File: src/rtl/core/lts_pkg.sv
// Shared types, character codes and helpers for the Lua token scanner.
`default_nettype none

package lts_pkg;

    // Record field widths and limits
    localparam int TOK_W                 = 24;
    localparam int MAX_RESULTS           = 10;
    localparam int CNT_W                 = $clog2(MAX_RESULTS + 1);
    localparam int CMD_DEPTH             = 4;
    localparam int DEF_MAX_BRACKET_LEVEL = 8;
    localparam int DEF_POS_BITS          = 24;

    // Character codes
    localparam logic [7:0] CH_DASH   = 8'h2D;
    localparam logic [7:0] CH_LBRACK = 8'h5B;
    localparam logic [7:0] CH_RBRACK = 8'h5D;
    localparam logic [7:0] CH_EQ     = 8'h3D;
    localparam logic [7:0] CH_DOT    = 8'h2E;
    localparam logic [7:0] CH_TILDE  = 8'h7E;
    localparam logic [7:0] CH_NL     = 8'h0A;
    localparam logic [7:0] CH_UNDER  = 8'h5F;
    localparam logic [7:0] CH_DQUOTE = 8'h22;
    localparam logic [7:0] CH_SQUOTE = 8'h27;
    localparam logic [7:0] CH_LT     = 8'h3C;
    localparam logic [7:0] CH_GT     = 8'h3E;

    typedef enum logic [2:0] {
        CLS_COMMENT = 3'd0,
        CLS_STRING  = 3'd1,
        CLS_WORD    = 3'd2,
        CLS_OPER    = 3'd3,
        CLS_ERROR   = 3'd4
    } t_tok_class;

    typedef enum logic [3:0] {
        M_IDLE      = 4'd0,
        M_WORD      = 4'd1,
        M_DASH      = 4'd2,
        M_DOT1      = 4'd3,
        M_DOT2      = 4'd4,
        M_CMP       = 4'd5,
        M_COM_START = 4'd6,
        M_COM_OPEN  = 4'd7,
        M_LINE      = 4'd8,
        M_LONG_COM  = 4'd9,
        M_QUOTE     = 4'd10,
        M_STR_OPEN  = 4'd11,
        M_LONG_STR  = 4'd12
    } t_mode;

    // Input item
    typedef struct packed {
        logic [7:0] text_byte;
        logic       end_of_text;
    } t_text_in;

    // Result item
    typedef struct packed {
        logic [TOK_W-1:0] tok_start;
        logic [TOK_W-1:0] tok_end;
        logic [2:0]       tok_class;
        logic             run_last;
    } t_tok_out;

    // Work handed from scanner to record expander: a run of a_count records
    // (start and end step by one after each), then an optional record B.
    typedef struct packed {
        logic [CNT_W-1:0] a_count;
        logic [TOK_W-1:0] a_start;
        logic [TOK_W-1:0] a_end;
        t_tok_class       a_class;
        logic             b_valid;
        logic [TOK_W-1:0] b_start;
        logic [TOK_W-1:0] b_end;
        t_tok_class       b_class;
    } t_cmd;

    function automatic logic is_space(input logic [7:0] c);
        return (c == 8'd32) || ((c >= 8'd9) && (c <= 8'd13));
    endfunction

    // Letters, digits, underscore and all high bytes
    function automatic logic is_word(input logic [7:0] c);
        return ((c >= 8'h30) && (c <= 8'h39)) || ((c >= 8'h61) && (c <= 8'h7A)) ||
               ((c >= 8'h41) && (c <= 8'h5A)) || (c == CH_UNDER) || c[7];
    endfunction

    // Operator bytes that stand alone; the scanner decodes '-' and '[' first
    function automatic logic is_single_op(input logic [7:0] c);
        logic r;
        case (c) inside
            8'h3D, 8'h23, 8'h3A, 8'h5B, 8'h5D, 8'h28, 8'h29, 8'h7B, 8'h7D,
            8'h2B, 8'h2D, 8'h2A, 8'h2F, 8'h5E, 8'h25, 8'h2C, 8'h3B: r = 1'b1;
            default: r = 1'b0;
        endcase
        return r;
    endfunction

endpackage

`default_nettype wire

File: src/rtl/core/lts_front.sv
// Scanner front end: per-byte token state machine, emits work to the queue.
`default_nettype none

module lts_front #(
    parameter int MAX_BRACKET_LEVEL = lts_pkg::DEF_MAX_BRACKET_LEVEL,
    parameter int POS_BITS          = lts_pkg::DEF_POS_BITS
) (
    input  wire logic             i_clk,
    input  wire logic             i_rst_n,
    input  wire logic             i_text_valid,
    output logic                  o_text_ready,
    input  wire lts_pkg::t_text_in i_text,
    input  wire logic             i_q_full,
    output logic                  o_push,
    output lts_pkg::t_cmd         o_cmd
);
    import lts_pkg::*;

    localparam int LVL_W = $clog2(MAX_BRACKET_LEVEL + 1);
    localparam int CLS_W = $clog2(MAX_BRACKET_LEVEL + 2);

    t_mode               r_mode,   n_mode;
    logic [LVL_W-1:0]    r_open,   n_open;
    logic [CLS_W-1:0]    r_close,  n_close;
    logic                r_quote,  n_quote;
    logic [POS_BITS-1:0] r_begin,  n_begin;
    logic [POS_BITS-1:0] r_pos,    n_pos;
    logic                r_halted, n_halted;

    logic [7:0]          c;
    logic                eot;
    logic                text_fire;
    logic [POS_BITS-1:0] pos_nxt;
    logic                open_room;
    logic                close_eq;
    logic                close_lt;
    logic [7:0]          quote_ch;

    // Phase A: the current mode reacts to the byte
    t_mode            pa_mode;
    logic [LVL_W-1:0] pa_open;
    logic [CLS_W-1:0] pa_close;
    logic             a_emit;
    logic             a_burst;
    logic             a_to_nxt;
    t_tok_class       a_class;
    logic             rescan;

    // Idle decode: the byte taken as the start of a new token
    t_mode      id_mode;
    logic       id_open_clr;
    logic       id_quote_set;
    logic       id_emit;
    t_tok_class id_class;
    logic       id_halt;

    logic [CLS_W-1:0] lvl_p1;
    logic [CNT_W-1:0] burst_n;

    assign c            = i_text.text_byte;
    assign eot          = i_text.end_of_text;
    assign o_text_ready = !i_q_full;
    assign text_fire    = i_text_valid && o_text_ready;
    assign pos_nxt      = r_pos + POS_BITS'(1);
    assign open_room    = (int'(r_open) < MAX_BRACKET_LEVEL);
    assign close_eq     = (r_close != '0) && (r_close == CLS_W'(r_open) + CLS_W'(1));
    assign close_lt     = (r_close != '0) && (r_close <= CLS_W'(r_open));
    assign quote_ch     = r_quote ? CH_SQUOTE : CH_DQUOTE;

    // Failed bracket open: '[' plus one record per '=', capped per byte
    assign lvl_p1  = CLS_W'(r_open) + CLS_W'(1);
    assign burst_n = (int'(lvl_p1) >= MAX_RESULTS) ? CNT_W'(MAX_RESULTS) : CNT_W'(lvl_p1);

    // Phase A decode
    always_comb begin : phase_a
        pa_mode  = r_mode;
        pa_open  = r_open;
        pa_close = r_close;
        a_emit   = 1'b0;
        a_burst  = 1'b0;
        a_to_nxt = 1'b0;
        a_class  = CLS_OPER;
        rescan   = 1'b0;
        unique case (r_mode) inside
            M_IDLE: begin
                rescan = 1'b1;
            end
            M_WORD: begin
                if (!is_word(c)) begin
                    a_emit  = 1'b1;
                    a_class = CLS_WORD;
                    pa_mode = M_IDLE;
                    rescan  = 1'b1;
                end
            end
            M_DASH: begin
                if (c == CH_DASH) begin
                    pa_mode = M_COM_START;
                end else begin
                    a_emit  = 1'b1;
                    pa_mode = M_IDLE;
                    rescan  = 1'b1;
                end
            end
            M_DOT1: begin
                if (c == CH_DOT) begin
                    pa_mode = M_DOT2;
                end else begin
                    a_emit  = 1'b1;
                    pa_mode = M_IDLE;
                    rescan  = 1'b1;
                end
            end
            M_DOT2, M_CMP: begin
                a_emit  = 1'b1;
                pa_mode = M_IDLE;
                if (c == ((r_mode == M_DOT2) ? CH_DOT : CH_EQ)) begin
                    a_to_nxt = 1'b1;
                end else begin
                    rescan = 1'b1;
                end
            end
            M_COM_START, M_COM_OPEN: begin
                if (c == CH_LBRACK && r_mode == M_COM_START) begin
                    pa_open = '0;
                    pa_mode = M_COM_OPEN;
                end else if (c == CH_EQ && r_mode == M_COM_OPEN && open_room) begin
                    pa_open = r_open + LVL_W'(1);
                end else if (c == CH_LBRACK && r_mode == M_COM_OPEN) begin
                    pa_close = '0;
                    pa_mode  = M_LONG_COM;
                end else if (c == CH_NL) begin
                    a_emit   = 1'b1;
                    a_class  = CLS_COMMENT;
                    a_to_nxt = 1'b1;
                    pa_mode  = M_IDLE;
                end else begin
                    pa_mode = M_LINE;
                end
            end
            M_LINE: begin
                if (c == CH_NL) begin
                    a_emit   = 1'b1;
                    a_class  = CLS_COMMENT;
                    a_to_nxt = 1'b1;
                    pa_mode  = M_IDLE;
                end
            end
            M_LONG_COM, M_LONG_STR: begin
                if (c == CH_RBRACK) begin
                    if (close_eq) begin
                        a_emit   = 1'b1;
                        a_class  = (r_mode == M_LONG_COM) ? CLS_COMMENT : CLS_STRING;
                        a_to_nxt = 1'b1;
                        pa_mode  = M_IDLE;
                        pa_close = '0;
                    end else begin
                        pa_close = CLS_W'(1);
                    end
                end else if (c == CH_EQ && close_lt) begin
                    pa_close = r_close + CLS_W'(1);
                end else begin
                    pa_close = '0;
                end
            end
            M_QUOTE: begin
                if (c == CH_NL || c == quote_ch) begin
                    a_emit   = 1'b1;
                    a_class  = CLS_STRING;
                    a_to_nxt = 1'b1;
                    pa_mode  = M_IDLE;
                end
            end
            M_STR_OPEN: begin
                if (c == CH_EQ && open_room) begin
                    pa_open = r_open + LVL_W'(1);
                end else if (c == CH_LBRACK) begin
                    pa_close = '0;
                    pa_mode  = M_LONG_STR;
                end else begin
                    a_burst = 1'b1;
                    pa_mode = M_IDLE;
                    rescan  = 1'b1;
                end
            end
            default: begin
                pa_mode = M_IDLE;
                rescan  = 1'b1;
            end
        endcase
    end

    // Idle decode
    always_comb begin : idle_decode
        id_mode      = M_IDLE;
        id_open_clr  = 1'b0;
        id_quote_set = 1'b0;
        id_emit      = 1'b0;
        id_class     = CLS_OPER;
        id_halt      = 1'b0;
        if (!is_space(c)) begin
            if (c == CH_DASH) begin
                id_mode = M_DASH;
            end else if (c == CH_DQUOTE || c == CH_SQUOTE) begin
                id_quote_set = 1'b1;
                id_mode      = M_QUOTE;
            end else if (c == CH_LBRACK) begin
                id_open_clr = 1'b1;
                id_mode     = M_STR_OPEN;
            end else if (is_word(c)) begin
                id_mode = M_WORD;
            end else if (c == CH_DOT) begin
                id_mode = M_DOT1;
            end else if (c == CH_LT || c == CH_GT || c == CH_TILDE) begin
                id_mode = M_CMP;
            end else if (is_single_op(c)) begin
                id_emit = 1'b1;
            end else begin
                id_emit  = 1'b1;
                id_class = CLS_ERROR;
                id_halt  = 1'b1;
            end
        end
    end

    // Next state
    always_comb begin : next_state
        n_mode   = r_mode;
        n_open   = r_open;
        n_close  = r_close;
        n_quote  = r_quote;
        n_begin  = r_begin;
        n_pos    = r_pos;
        n_halted = r_halted;
        if (text_fire) begin
            if (eot) begin
                n_mode   = M_IDLE;
                n_open   = '0;
                n_close  = '0;
                n_quote  = 1'b0;
                n_begin  = '0;
                n_pos    = '0;
                n_halted = 1'b0;
            end else if (!r_halted) begin
                n_pos   = pos_nxt;
                n_close = pa_close;
                if (rescan) begin
                    n_begin  = r_pos;
                    n_mode   = id_mode;
                    n_open   = id_open_clr ? '0 : pa_open;
                    n_quote  = id_quote_set ? (c == CH_SQUOTE) : r_quote;
                    n_halted = id_halt;
                end else begin
                    n_mode = pa_mode;
                    n_open = pa_open;
                end
            end
        end
    end

    // Outputs: work item for the queue
    always_comb begin : outputs
        o_cmd         = '0;
        o_cmd.a_class = CLS_OPER;
        o_cmd.b_class = CLS_OPER;
        if (eot) begin
            // Flush whatever token is still open
            if (!r_halted && r_mode != M_IDLE) begin
                o_cmd.a_start = TOK_W'(r_begin);
                o_cmd.a_end   = TOK_W'(r_pos);
                o_cmd.a_count = CNT_W'(1);
                unique case (r_mode) inside
                    M_WORD:                                         o_cmd.a_class = CLS_WORD;
                    M_DASH, M_DOT1, M_DOT2, M_CMP:                  o_cmd.a_class = CLS_OPER;
                    M_COM_START, M_COM_OPEN, M_LINE, M_LONG_COM:    o_cmd.a_class = CLS_COMMENT;
                    M_QUOTE, M_LONG_STR:                            o_cmd.a_class = CLS_STRING;
                    M_STR_OPEN: begin
                        o_cmd.a_end   = TOK_W'(r_begin + POS_BITS'(1));
                        o_cmd.a_count = burst_n;
                    end
                    default:                                        o_cmd.a_count = '0;
                endcase
            end
        end else if (!r_halted) begin
            o_cmd.a_start = TOK_W'(r_begin);
            o_cmd.a_class = a_class;
            if (a_burst) begin
                o_cmd.a_end   = TOK_W'(r_begin + POS_BITS'(1));
                o_cmd.a_count = burst_n;
            end else if (a_emit) begin
                o_cmd.a_end   = a_to_nxt ? TOK_W'(pos_nxt) : TOK_W'(r_pos);
                o_cmd.a_count = CNT_W'(1);
            end
            o_cmd.b_valid = rescan && id_emit && (int'(o_cmd.a_count) < MAX_RESULTS);
            o_cmd.b_start = TOK_W'(r_pos);
            o_cmd.b_end   = TOK_W'(pos_nxt);
            o_cmd.b_class = id_class;
        end
        o_push = text_fire && ((o_cmd.a_count != '0) || o_cmd.b_valid);
    end

    // State registers
    always_ff @(posedge i_clk) begin
        if (!i_rst_n) begin
            r_mode   <= M_IDLE;
            r_open   <= '0;
            r_close  <= '0;
            r_quote  <= 1'b0;
            r_begin  <= '0;
            r_pos    <= '0;
            r_halted <= 1'b0;
        end else begin
            r_mode   <= n_mode;
            r_open   <= n_open;
            r_close  <= n_close;
            r_quote  <= n_quote;
            r_begin  <= n_begin;
            r_pos    <= n_pos;
            r_halted <= n_halted;
        end
    end

    // Halted scanner produces no work for ordinary bytes
    a_halt_silent: assert property (@(posedge i_clk) disable iff (!i_rst_n)
        (r_halted && text_fire && !eot) |-> !o_push)
        else $error("work pushed while halted");

    // End of text always returns the scanner to its reset state
    a_eot_reset: assert property (@(posedge i_clk) disable iff (!i_rst_n)
        (text_fire && eot) |=> (r_mode == M_IDLE && !r_halted && r_pos == '0))
        else $error("scanner not reset after end of text");

endmodule

`default_nettype wire

File: src/rtl/core/lts_cmd_fifo.sv
// Short work queue between the scanner and the record expander.
`default_nettype none

module lts_cmd_fifo (
    input  wire logic          i_clk,
    input  wire logic          i_rst_n,
    input  wire logic          i_push,
    input  wire lts_pkg::t_cmd i_cmd,
    output logic               o_full,
    input  wire logic          i_pop,
    output logic               o_valid,
    output lts_pkg::t_cmd      o_cmd
);
    import lts_pkg::*;

    localparam int PTR_W = $clog2(CMD_DEPTH);
    localparam int FIL_W = $clog2(CMD_DEPTH + 1);

    t_cmd             r_mem [CMD_DEPTH];
    logic [PTR_W-1:0] r_wr, n_wr;
    logic [PTR_W-1:0] r_rd, n_rd;
    logic [FIL_W-1:0] r_count, n_count;

    assign o_full  = (r_count == FIL_W'(CMD_DEPTH));
    assign o_valid = (r_count != '0);
    assign o_cmd   = r_mem[r_rd];

    // Pointer and fill bookkeeping
    always_comb begin
        n_wr    = r_wr;
        n_rd    = r_rd;
        n_count = r_count;
        if (i_push) begin
            n_wr = r_wr + PTR_W'(1);
        end
        if (i_pop) begin
            n_rd = r_rd + PTR_W'(1);
        end
        case ({i_push, i_pop})
            2'b10:   n_count = r_count + FIL_W'(1);
            2'b01:   n_count = r_count - FIL_W'(1);
            default: n_count = r_count;
        endcase
    end

    always_ff @(posedge i_clk) begin
        if (!i_rst_n) begin
            r_wr    <= '0;
            r_rd    <= '0;
            r_count <= '0;
        end else begin
            r_wr    <= n_wr;
            r_rd    <= n_rd;
            r_count <= n_count;
        end
    end

    // Storage
    always_ff @(posedge i_clk) begin
        if (i_push) begin
            r_mem[r_wr] <= i_cmd;
        end
    end

    a_no_underflow: assert property (@(posedge i_clk) disable iff (!i_rst_n)
        i_pop |-> (r_count != '0))
        else $error("pop from empty work queue");

endmodule

`default_nettype wire

File: src/rtl/core/lts_back.sv
// Record expander: turns queued work into records, one per cycle unless stalled.
`default_nettype none

module lts_back #(
    parameter int POS_BITS = lts_pkg::DEF_POS_BITS
) (
    input  wire logic          i_clk,
    input  wire logic          i_rst_n,
    input  wire logic          i_q_valid,
    input  wire lts_pkg::t_cmd i_q_cmd,
    output logic               o_q_pop,
    output logic               o_tok_valid,
    input  wire logic          i_tok_ready,
    output lts_pkg::t_tok_out  o_tok
);
    import lts_pkg::*;

    // Offsets wrap at the narrower of the position counter and the record field
    localparam int MASK_BITS = (POS_BITS < TOK_W) ? POS_BITS : TOK_W;
    localparam logic [TOK_W-1:0] WRAP_MASK = TOK_W'((64'd1 << MASK_BITS) - 64'd1);

    logic             r_act;
    logic [CNT_W-1:0] r_rem;
    logic [TOK_W-1:0] r_a_start;
    logic [TOK_W-1:0] r_a_end;
    t_tok_class       r_a_class;
    logic             r_b_valid;
    logic [TOK_W-1:0] r_b_start;
    logic [TOK_W-1:0] r_b_end;
    t_tok_class       r_b_class;
    logic             r_out_valid;
    t_tok_out         r_out;

    logic     slot_free;
    logic     emit;
    logic     emit_a;
    logic     rec_last;
    t_tok_out rec;

    assign slot_free   = !r_out_valid || i_tok_ready;
    assign emit        = slot_free && r_act;
    assign emit_a      = (r_rem != '0);
    assign rec_last    = emit_a ? ((r_rem == CNT_W'(1)) && !r_b_valid) : 1'b1;
    assign o_q_pop     = i_q_valid && (!r_act || (emit && rec_last));
    assign o_tok_valid = r_out_valid;
    assign o_tok       = r_out;

    // Pick the next record of the active work item
    always_comb begin
        rec.tok_start = emit_a ? r_a_start : r_b_start;
        rec.tok_end   = emit_a ? r_a_end : r_b_end;
        rec.tok_class = emit_a ? r_a_class : r_b_class;
        rec.run_last  = rec_last;
    end

    // Active work item: load, step through the run, retire
    always_ff @(posedge i_clk) begin
        if (!i_rst_n) begin
            r_act <= 1'b0;
            r_rem <= '0;
        end else if (o_q_pop) begin
            r_act <= 1'b1;
            r_rem <= i_q_cmd.a_count;
        end else if (emit && rec_last) begin
            r_act <= 1'b0;
        end else if (emit && emit_a) begin
            r_rem <= r_rem - CNT_W'(1);
        end
    end

    always_ff @(posedge i_clk) begin
        if (o_q_pop) begin
            r_a_start <= i_q_cmd.a_start;
            r_a_end   <= i_q_cmd.a_end;
            r_a_class <= i_q_cmd.a_class;
            r_b_valid <= i_q_cmd.b_valid;
            r_b_start <= i_q_cmd.b_start;
            r_b_end   <= i_q_cmd.b_end;
            r_b_class <= i_q_cmd.b_class;
        end else if (emit && emit_a) begin
            r_a_start <= (r_a_start + TOK_W'(1)) & WRAP_MASK;
            r_a_end   <= (r_a_end + TOK_W'(1)) & WRAP_MASK;
        end
    end

    // Output register
    always_ff @(posedge i_clk) begin
        if (!i_rst_n) begin
            r_out_valid <= 1'b0;
        end else if (emit) begin
            r_out_valid <= 1'b1;
        end else if (i_tok_ready) begin
            r_out_valid <= 1'b0;
        end
    end

    always_ff @(posedge i_clk) begin
        if (emit) begin
            r_out <= rec;
        end
    end

    // A record that is not the last of its byte leaves more work behind
    a_more_after_nonlast: assert property (@(posedge i_clk) disable iff (!i_rst_n)
        (r_out_valid && i_tok_ready && !r_out.run_last) |-> r_act)
        else $error("non-final record without pending work");

    // An active item with its run used up still owes record B
    a_b_owed: assert property (@(posedge i_clk) disable iff (!i_rst_n)
        (r_act && r_rem == '0) |-> r_b_valid)
        else $error("active work item with nothing left to emit");

endmodule

`default_nettype wire

File: src/rtl/core/lua_token_scanner_core.sv
// Top level of the Lua token scanner: scanner, work queue and record expander.
`default_nettype none

// Takes source text one byte per cycle and delivers token records (start,
// end one past the last byte, class). The scanner accepts a byte every cycle
// while its four-entry work queue has room; a byte that completes tokens
// queues one work item, and the expander turns it into records at one record
// per cycle on the output register while the receiver is ready. Most bytes
// give zero or one record; a failed long-bracket open of level k gives k+1
// operator records plus possibly one more, so the output port sets the pace
// during such bursts. Records pass from the work queue through the expander.
// An unknown byte yields an error record and the block ignores text until an
// end-of-text item, which flushes any open token and resets the scanner.
module lua_token_scanner_core #(
    parameter int MAX_BRACKET_LEVEL = lts_pkg::DEF_MAX_BRACKET_LEVEL,
    parameter int POS_BITS          = lts_pkg::DEF_POS_BITS
) (
    input  wire logic              i_clk,
    input  wire logic              i_rst_n,
    input  wire logic              i_text_valid,
    output logic                   o_text_ready,
    input  wire lts_pkg::t_text_in i_text,
    output logic                   o_tok_valid,
    input  wire logic              i_tok_ready,
    output lts_pkg::t_tok_out      o_tok
);
    import lts_pkg::*;

    logic q_push;
    logic q_full;
    logic q_pop;
    logic q_valid;
    t_cmd push_cmd;
    t_cmd head_cmd;

    lts_front #(
        .MAX_BRACKET_LEVEL (MAX_BRACKET_LEVEL),
        .POS_BITS          (POS_BITS)
    ) u_front (
        .i_clk        (i_clk),
        .i_rst_n      (i_rst_n),
        .i_text_valid (i_text_valid),
        .o_text_ready (o_text_ready),
        .i_text       (i_text),
        .i_q_full     (q_full),
        .o_push       (q_push),
        .o_cmd        (push_cmd)
    );

    lts_cmd_fifo u_fifo (
        .i_clk   (i_clk),
        .i_rst_n (i_rst_n),
        .i_push  (q_push),
        .i_cmd   (push_cmd),
        .o_full  (q_full),
        .i_pop   (q_pop),
        .o_valid (q_valid),
        .o_cmd   (head_cmd)
    );

    lts_back #(
        .POS_BITS (POS_BITS)
    ) u_back (
        .i_clk       (i_clk),
        .i_rst_n     (i_rst_n),
        .i_q_valid   (q_valid),
        .i_q_cmd     (head_cmd),
        .o_q_pop     (q_pop),
        .o_tok_valid (o_tok_valid),
        .i_tok_ready (i_tok_ready),
        .o_tok       (o_tok)
    );

endmodule

`default_nettype wire

File: config.mk
export PLATFORM = sky130hd
export DESIGN_NAME = lua_token_scanner_core
export DESIGN_NICKNAME = d
export VERILOG_FILES = /design/src/rtl/core/lts_pkg.sv /design/src/rtl/core/lts_front.sv /design/src/rtl/core/lts_cmd_fifo.sv /design/src/rtl/core/lts_back.sv /design/src/rtl/core/lua_token_scanner_core.sv
export SDC_FILE = /design/constraint.sdc
export NUM_CORES = 1
export LEC_CHECK = 0
export ABC_AREA = 1
export BUFFER_PORTS_ARGS = -buffer_cell sky130_fd_sc_hd__buf_2
export CORE_MARGIN = 1.5
export CORE_UTILIZATION = 45
export CTS_CLUSTER_DIAMETER = 30
export CTS_CLUSTER_SIZE = 8
export DETAILED_ROUTE_END_ITERATION = 6
export GPL_TIMING_DRIVEN = 0
export PLACE_DENSITY = 0.7
export SLEW_MARGIN = 0
export SYNTH_ARGS = -nofsm -noshare
export SYNTH_HDL_FRONTEND = slang
export SYNTH_SLANG_ARGS = --single-unit
File: constraint.sdc
create_clock -name i_clk -period 7.8 [get_ports i_clk]
set_input_delay 0.39 -clock i_clk [delete_from_list [all_inputs] [get_ports i_clk]]
set_output_delay 0.39 -clock i_clk [all_outputs]
set_load 0.02 [all_outputs]
==> results.cfg, run 1 <==
[outcome]
status = finished, final reports clean

[power]
ir_drop_v = 0.0002087
powerDensity_nw_per_um2 = 404.0
p_leak_nw = 12.64
power.total_mw = 13.99

[cts]
clk_latency_ps = 670
cts.sink_count = 650
cts_inserted_buffers = 118
cts_max_path_buffers = 3
cts_tree = built
path_clk_slew_ps = 50
cts_setup_buffers = 0
cts_hold_buf = 0
post_cts_resized = 0
cts_htree_levels = 3
cts_root_buf = clkbuf_16

[synth]
ys_warn_count = 0
seq_area_frac_synth = 0.6505
synth-main-ff-cell = edfxtp_1
async_flop_share = 0
synth_nets = 2840
synth-seq-cells = 650
ys_types = 48
synth_top_area_frac = 0.5971
syn_area_um2 = 28820
synthCells = 2806
synthTopCellsByArea = edfxtp_1, nand2_1, nor2_1
netlist.top_cell.by_area = edfxtp_1
synth_edf_count = 573
synth_area_per_cell_um2 = 10.27

[sta]
finalClockSkew_ps = 45.86
rsz0062_at_grt = false
slew_violations = 0
worst_pin_slew_ps = 1163
max_freq_ghz = 0.2450
relSlewSlack = 0.2166
hold_viol = 0
timing.final.crit_share = 0.5234
finalCriticalPeriod_ps = 4082
setup_viol_count_final = 0

[die]
die_x_um = 256.1
die-area_um2 = 65570
rows = 92
start_util = 0.4560
die_h_um = 256.1
core-area_um2 = 63200
io_pins = 67

[routing]
antenna_left = 0
wirelength_um = 88750
dr_total_vias = 22280
drt-wirelength-per-cell_um = 22.49
drcViolationCount = 0
dr.first_iter.drc_count = 2678
viasPerCell = 5.646
dr.pass1.iters = 7

[global_route]
grt_max_degree = 43
grt.total_usage = 0.2667
grt_pass1_vias = 20870
antenna_found_initial = 4
grt_pass1_wl_um = 130000
grt_overflow_total = 0

[worst_setup_path]
reg2reg_to = u_fifo.r_count[2]$_SDFFE_PN0P_
cp_common_cell = nand2_1
reg2reg_depth = 18
crit_path_end_kind = register
cp-start-kind = register
r2r_setup_slack_ps = 3720
critPathLaunch = u_back.r_rem[0]$_SDFFE_PN0P_
crit_path_max_incr_delay_ps = 540
critPathRequiredTime_ps = 8350
worst_path_max_delay_cell = buf_2
crit_fanout = 23
cp_cell_sequence = inv_1, ha_1, nand2_1, nand2_1, nand2_1, nand2_1, nand2_1, clkinv_1, buf_2, buf_2, buf_12, ha_1, inv_1, fa_1, a21oi_1, o21ai_0, o21ai_0, a21oi_1
critPathArrivalTime_ps = 4630
endpoint = u_fifo.r_count[2]$_SDFFE_PN0P_
r2r_start = u_back.r_rem[0]$_SDFFE_PN0P_
crit_type = register to register

[cells_and_area]
layout_commonest_cell = edfxtp_1
diodes = 0
drive_above_1_share = 0.1029
area_growth_pct = 20.15
post-route-util = 0.5479
final_nets = 3043
final_cell_mix = edfxtp_1, nand2_1, nor2_1, o21ai_0, inv_1

[placement]
gp_congestion = 0.9711
io_buffer_count = 63
dp_hpwl_um = 63310

[flow_run]
maxCapViolCount = 0

[min_path]
hold_class = primary input to register
min_from = i_tok_ready
[report_power, final]
group	switching [mW]	internal [mW]	total, mW
logic	2.78	0.964	3.74
clock network	1.66	3.41	5.07
registers	0.398	4.78	5.18
[flip-flops by register name, summed over array words and instances (netlist names), 24 cells and up, named ones only]
register	cells
u_back.r_b_start	24
u_back.r_a_end	24
u_front.r_begin	24
u_back.r_b_end	24
u_back.r_a_start	24
u_fifo.r_mem	420
u_front.r_pos	24
u_back.o_tok	52
[cells by family after synthesis]
kind of cell	synth area share
AO/OA/AOI/OAI	0.1055
adder cells (fa/ha/maj)	0.009378
buffers and inverters	0.04233
flip-flops	0.6505
XOR/XNOR	0.02279
AND/OR/NAND/NOR	0.1695
[routing by layer]
layer  vias up  GRT usage  routed length, um
li1      10200          -                  -
met1     10610     0.3553              34690
met2      1255     0.4135              40500
met3       209    0.05130               8806
met4         6     0.1430               4706
met5         -          0                 42
[critical path, delay by kind of cell, from the launching register on]
family | cells | cell delay (ps)
AO/OA/AOI/OAI | 4 | 470
buffers and inverters | 6 | 1550
adder cells (fa/ha/maj) | 3 | 720
flip-flops | 1 | 340
AND/OR/NAND/NOR | 5 | 870
[synth_stat cells (3+ instances only)]
master,number
a22oi_1,6
o31ai_1,3
nor2_1,435
o21ai_0,295
o211ai_1,14
ha_1,20
a31oi_1,13
edfxtp_1,573
nor3_1,42
buf_2,6
nand2_2,9
inv_2,14
xnor2_1,11
nand4_1,35
o21ai_1,3
a21o_1,3
inv_1,162
inv_4,3
a21oi_1,110
clkbuf_1,106
nand3_1,82
nor4_1,7
nand2_1,555
a211oi_1,4
nor2_4,6
buf_4,4
xor2_1,64
buf_1,14
a221oi_1,3
dfxtp_1,77
o22ai_1,94
nor2_2,8
[final cells by class]
class	count	area, um2
plain buffers	132	534.3
clock buffers	162	3219
clock inverters	50	755.7
fillers	5319	28570
inverters	181	686.9
multi-input cells	1843	8892
flip-flops and latches	650	18750
well taps	846	1059
repair buffers	83	730.7
[how the worst min path moves through the flow]
stage | to | depth (start not counted)
floorplan | u_fifo.r_count[0]$_SDFFE_PN0P_ | 1
global placement | u_fifo.r_count[0]$_SDFFE_PN0P_ | 1
detailed placement | u_fifo.r_count[0]$_SDFFE_PN0P_ | 1
CTS | u_back.o_tok_valid$_SDFFE_PN0P_ | 4
global route | u_back.o_tok_valid$_SDFFE_PN0P_ | 4
finish | u_back.o_tok_valid$_SDFFE_PN0P_ | 4
[through the flow]
step	hold WS [ps]	setup TNS [ps]	area (um2)	std cells	setup WS, ps
4_1_cts	86.34	0	34630	3947	3785
3_3_place_gp	435.9	-1192180	30190	3715	-3014
3_5_place_dp	447.8	0	30650	3735	3704
6_report	138.8	0	34630	3947	3718
5_1_grt	139.4	0	34630	3947	3326
2_1_floorplan	421.7	0	28820	2806	1169
Power figures use the tool's default switching activity.
==> run 2, diff against run 1 <==
--- a/config.mk
+++ b/config.mk
@@ -5,7 +5,7 @@
 export SDC_FILE = /design/constraint.sdc
 export NUM_CORES = 1
 export LEC_CHECK = 0
-export ABC_AREA = 1
+export ABC_AREA = 0
 export BUFFER_PORTS_ARGS = -buffer_cell sky130_fd_sc_hd__buf_2
 export CORE_MARGIN = 1.5
 export CORE_UTILIZATION = 45
@@ -13,7 +13,7 @@
 export CTS_CLUSTER_SIZE = 8
 export DETAILED_ROUTE_END_ITERATION = 6
 export GPL_TIMING_DRIVEN = 0
-export PLACE_DENSITY = 0.7
+export PLACE_DENSITY = 0.72
 export SLEW_MARGIN = 0
 export SYNTH_ARGS = -nofsm -noshare
 export SYNTH_HDL_FRONTEND = slang
==> constraint.sdc (replaced) <==
create_clock -name i_clk -period 3.28 [get_ports i_clk]
set_input_delay 0.164 -clock i_clk [delete_from_list [all_inputs] [get_ports i_clk]]
set_output_delay 0.164 -clock i_clk [all_outputs]
set_load 0.02 [all_outputs]
==> results.cfg, run 2 <==
[outcome]
status = finished, final reports clean

[routing]
drt-wirelength-per-cell_um = 26.31
wirelength_um = 81470
dr.pass1.iters = 6
top_layer = met5
viasPerCell = 5.953
drcViolationCount = 0
dr.first_iter.drc_count = 2207
dr_total_vias = 18440
route.met3.wl_um = 6517
antenna_left = 0
wl_met2_um = 39840
wl_met1_um = 31250

[cells_and_area]
area_growth_pct = 23.46
multi_input_area_um2 = 9194
drive_above_1_share = 0.2385
final_nets = 2197
design_area_um2 = 34860
layout_commonest_cell = edfxtp_1
final_cell_count_no_fill = 3097
largest-register = u_fifo.r_mem
final_cell_mix = edfxtp_1, nor2_1, nand2_1, clkbuf_16, mux4_2
largest_reg_flops = 420
nFillCells = 4747
layout.area.seq_um2 = 18760
diodes = 0

[synth]
ys_types = 84
synth_edf_count = 573
synth_area_per_cell_um2 = 14.58
syn_area_um2 = 28240
netlist.top_cell.by_area = edfxtp_1
synth-main-ff-cell = edfxtp_1
async_flop_share = 0
synthCells = 1936
synth_nets = 1970
synth_top_area_frac = 0.6094
synthTopCellsByArea = edfxtp_1, mux4_2, dfxtp_1
ys_warn_count = 0
synth-seq-cells = 650
synth.most_common_cell = edfxtp_1
seq_area_frac_synth = 0.6640
synth_common_cells = edfxtp_1, nor2_1, nand2_1

[global_route]
grt_pass1_vias = 18840
grt_pass1_wl_um = 120300
grt_max_degree = 39
grt_overflow_total = 0
antenna_found_initial = 2
grt.total_usage = 0.2563

[worst_setup_path]
cp-start-kind = primary input
crit_path_end_kind = register
cp_cell_sequence = buf_2, buf_2, nor4bb_1, nand2b_1, nor4b_4, a31oi_4, a31o_4, a41oi_4, inv_2, ha_4, inv_2, fa_2, xor2_1, or3_1, a21oi_2
reg2reg_depth = 6
critPathRequiredTime_ps = 3880
critPathArrivalTime_ps = 3870
crit_fanout = 10
worst_path_max_delay_cell = nor4bb_1
crit_path_max_incr_delay_ps = 890
crit_type = primary input to register

[power]
swShare = 0.2964
seqPwrFrac = 0.382
p_leak_nw = 11.75
p_comb_frac = 0.220
ir_drop_v = 0.0005303
p_clk_frac = 0.397
p_int_mw = 21.39
power.total_mw = 30.40
powerDensity_nw_per_um2 = 872.2
net-switching-power_mw = 9.012

[cts]
cts.sink_count = 650
cts_max_path_buffers = 3
clk_latency_ps = 700
cts_inserted_buffers = 120
cts_htree_levels = 3
cts_tree = built
cts_root_buf = clkbuf_16
path_clk_slew_ps = 50

[die]
die_x_um = 253.5
start_util = 0.4567
io_pins = 67
die_h_um = 253.5
core-area_um2 = 61830
die-area_um2 = 64260
rows = 91

[sta]
finalClockSkew_ps = 39.36
rsz0062_at_grt = true
setup_viol_count_final = 0
hold_viol = 0
relSlewSlack = 0.1167
finalCriticalPeriod_ps = 3270
hold_slack_ps = 230.1
max_freq_ghz = 0.3058
worst_pin_slew_ps = 1325
timing.final.crit_share = 0.9970
slew_violations = 0

[placement]
dp_hpwl_um = 50580
dpl_cell_area_um2 = 29900
io_buffer_count = 62
dp.cells = 2846
gp_congestion = 0.9477

[min_path]
min_path_cells = 5
hold_class = primary input to register

[flow_run]
maxCapViolCount = 0
==> run 2: cell types whose count changed after synthesis, moves of 31 or more <==
cell | before | now
a21oi_1 | 110 | 50
nand2_1 | 555 | 133
mux4_2 | 0 | 105
nor2_1 | 435 | 171
a22oi_1 | 6 | 37
inv_1 | 162 | 40
nand3_1 | 82 | 40
xnor2_1 | 11 | 51
and2_1 | 0 | 61
o21ai_0 | 295 | 84
o22ai_1 | 94 | 1
mux2_2 | 0 | 46
==> run 2: path summary, 6_finish.rpt <==
kind                                 from                              end  slack (ps)
max reg2reg  u_back.r_rem[1]$_SDFFE_PN0P_   u_back.r_a_start[17]$_DFFE_PP_          50
min                             i_text[8]  u_front.r_close[0]$_SDFFE_PN0P_         230
max                             i_text[6]   u_fifo.r_count[2]$_SDFFE_PN0P_          10
min reg2reg   u_fifo.r_wr[1]$_SDFFE_PN0P_      u_fifo.r_wr[1]$_SDFFE_PN0P_         510
==> run 2: stage by stage <==
| stage | setup TNS [ps] | utilization | setup slack, ps |
|---|---|---|---|
| global route | -175.9 | 0.5639 | -67.45 |
| finish | 0 | 0.5639 | 9.704 |
| detailed placement | -524040 | 0.4837 | -1369 |
| CTS | 0 | 0.5610 | 1.433 |
| floorplan | 0 | - | 5.204 |
| global placement | -892990 | 0.4792 | -1849 |
==> run 2: kinds of logic (layout without fill, tap and decap cells) <==
| group | count (synthesis) | count (layout) | synth area share |
|---|---|---|---|
| flops | 650 | 650 | 0.6640 |
| simple gates | 556 | 556 | 0.09669 |
| compound gates | 283 | 284 | 0.06820 |
| mux | 157 | 157 | 0.1042 |
| buf+inv | 157 | 480 | 0.02198 |
| xor+xnor | 110 | 110 | 0.03465 |
| fa+ha+maj | 23 | 23 | 0.01028 |
==> run 2: critical path: cells and delay by family <==
kind	cells	cell delay [ps]
AO/OA/AOI/OAI	4	780
AND/OR/NAND/NOR	4	2080
XOR/XNOR	1	80
buffers and inverters	4	390
adder cells (fa/ha/maj)	2	360
==> run 2: timing repair <==
| item | in CTS | in global routing |
|---|---|---|
| hold endpoints to repair | 4 | 0 |
| endpoints found under the setup margin | 742 | 475 |
| cloned | 13 | 1 |
| hold buffers | 4 | 0 |
| resized for setup | 58 | 32 |
| setup buffers | 15 | 7 |
| pin swaps | 14 | 16 |
==> run 2: power by group through the flow <==
stage	Combinational [mW]	Sequential [mW]	Clock (mW)
final	6.70	11.6	12.1
after global routing	7.15	11.7	12.6
after CTS	6.59	11.6	12.2
after detailed placement	6.27	11.7	0
after global placement	6.01	11.8	0
after floorplan	3.72	11.9	0
==> run 2: area by class of cell <==
type,instances,area share
repair buffers,112,0.03370
multi-input cells,1130,0.2637
clock inverters,55,0.02049
plain buffers,109,0.01414
inverters,40,0.004307
well taps,837,0.03004
clock buffers,164,0.09551
flip-flops and latches,650,0.5381
==> run 2: routing by layer <==
metal	GRT usage	up-vias
li1	-	7915
met2	0.4264	1012
met4	0.1249	2
met3	0.04548	183
met5	0	-
met1	0.3249	9325
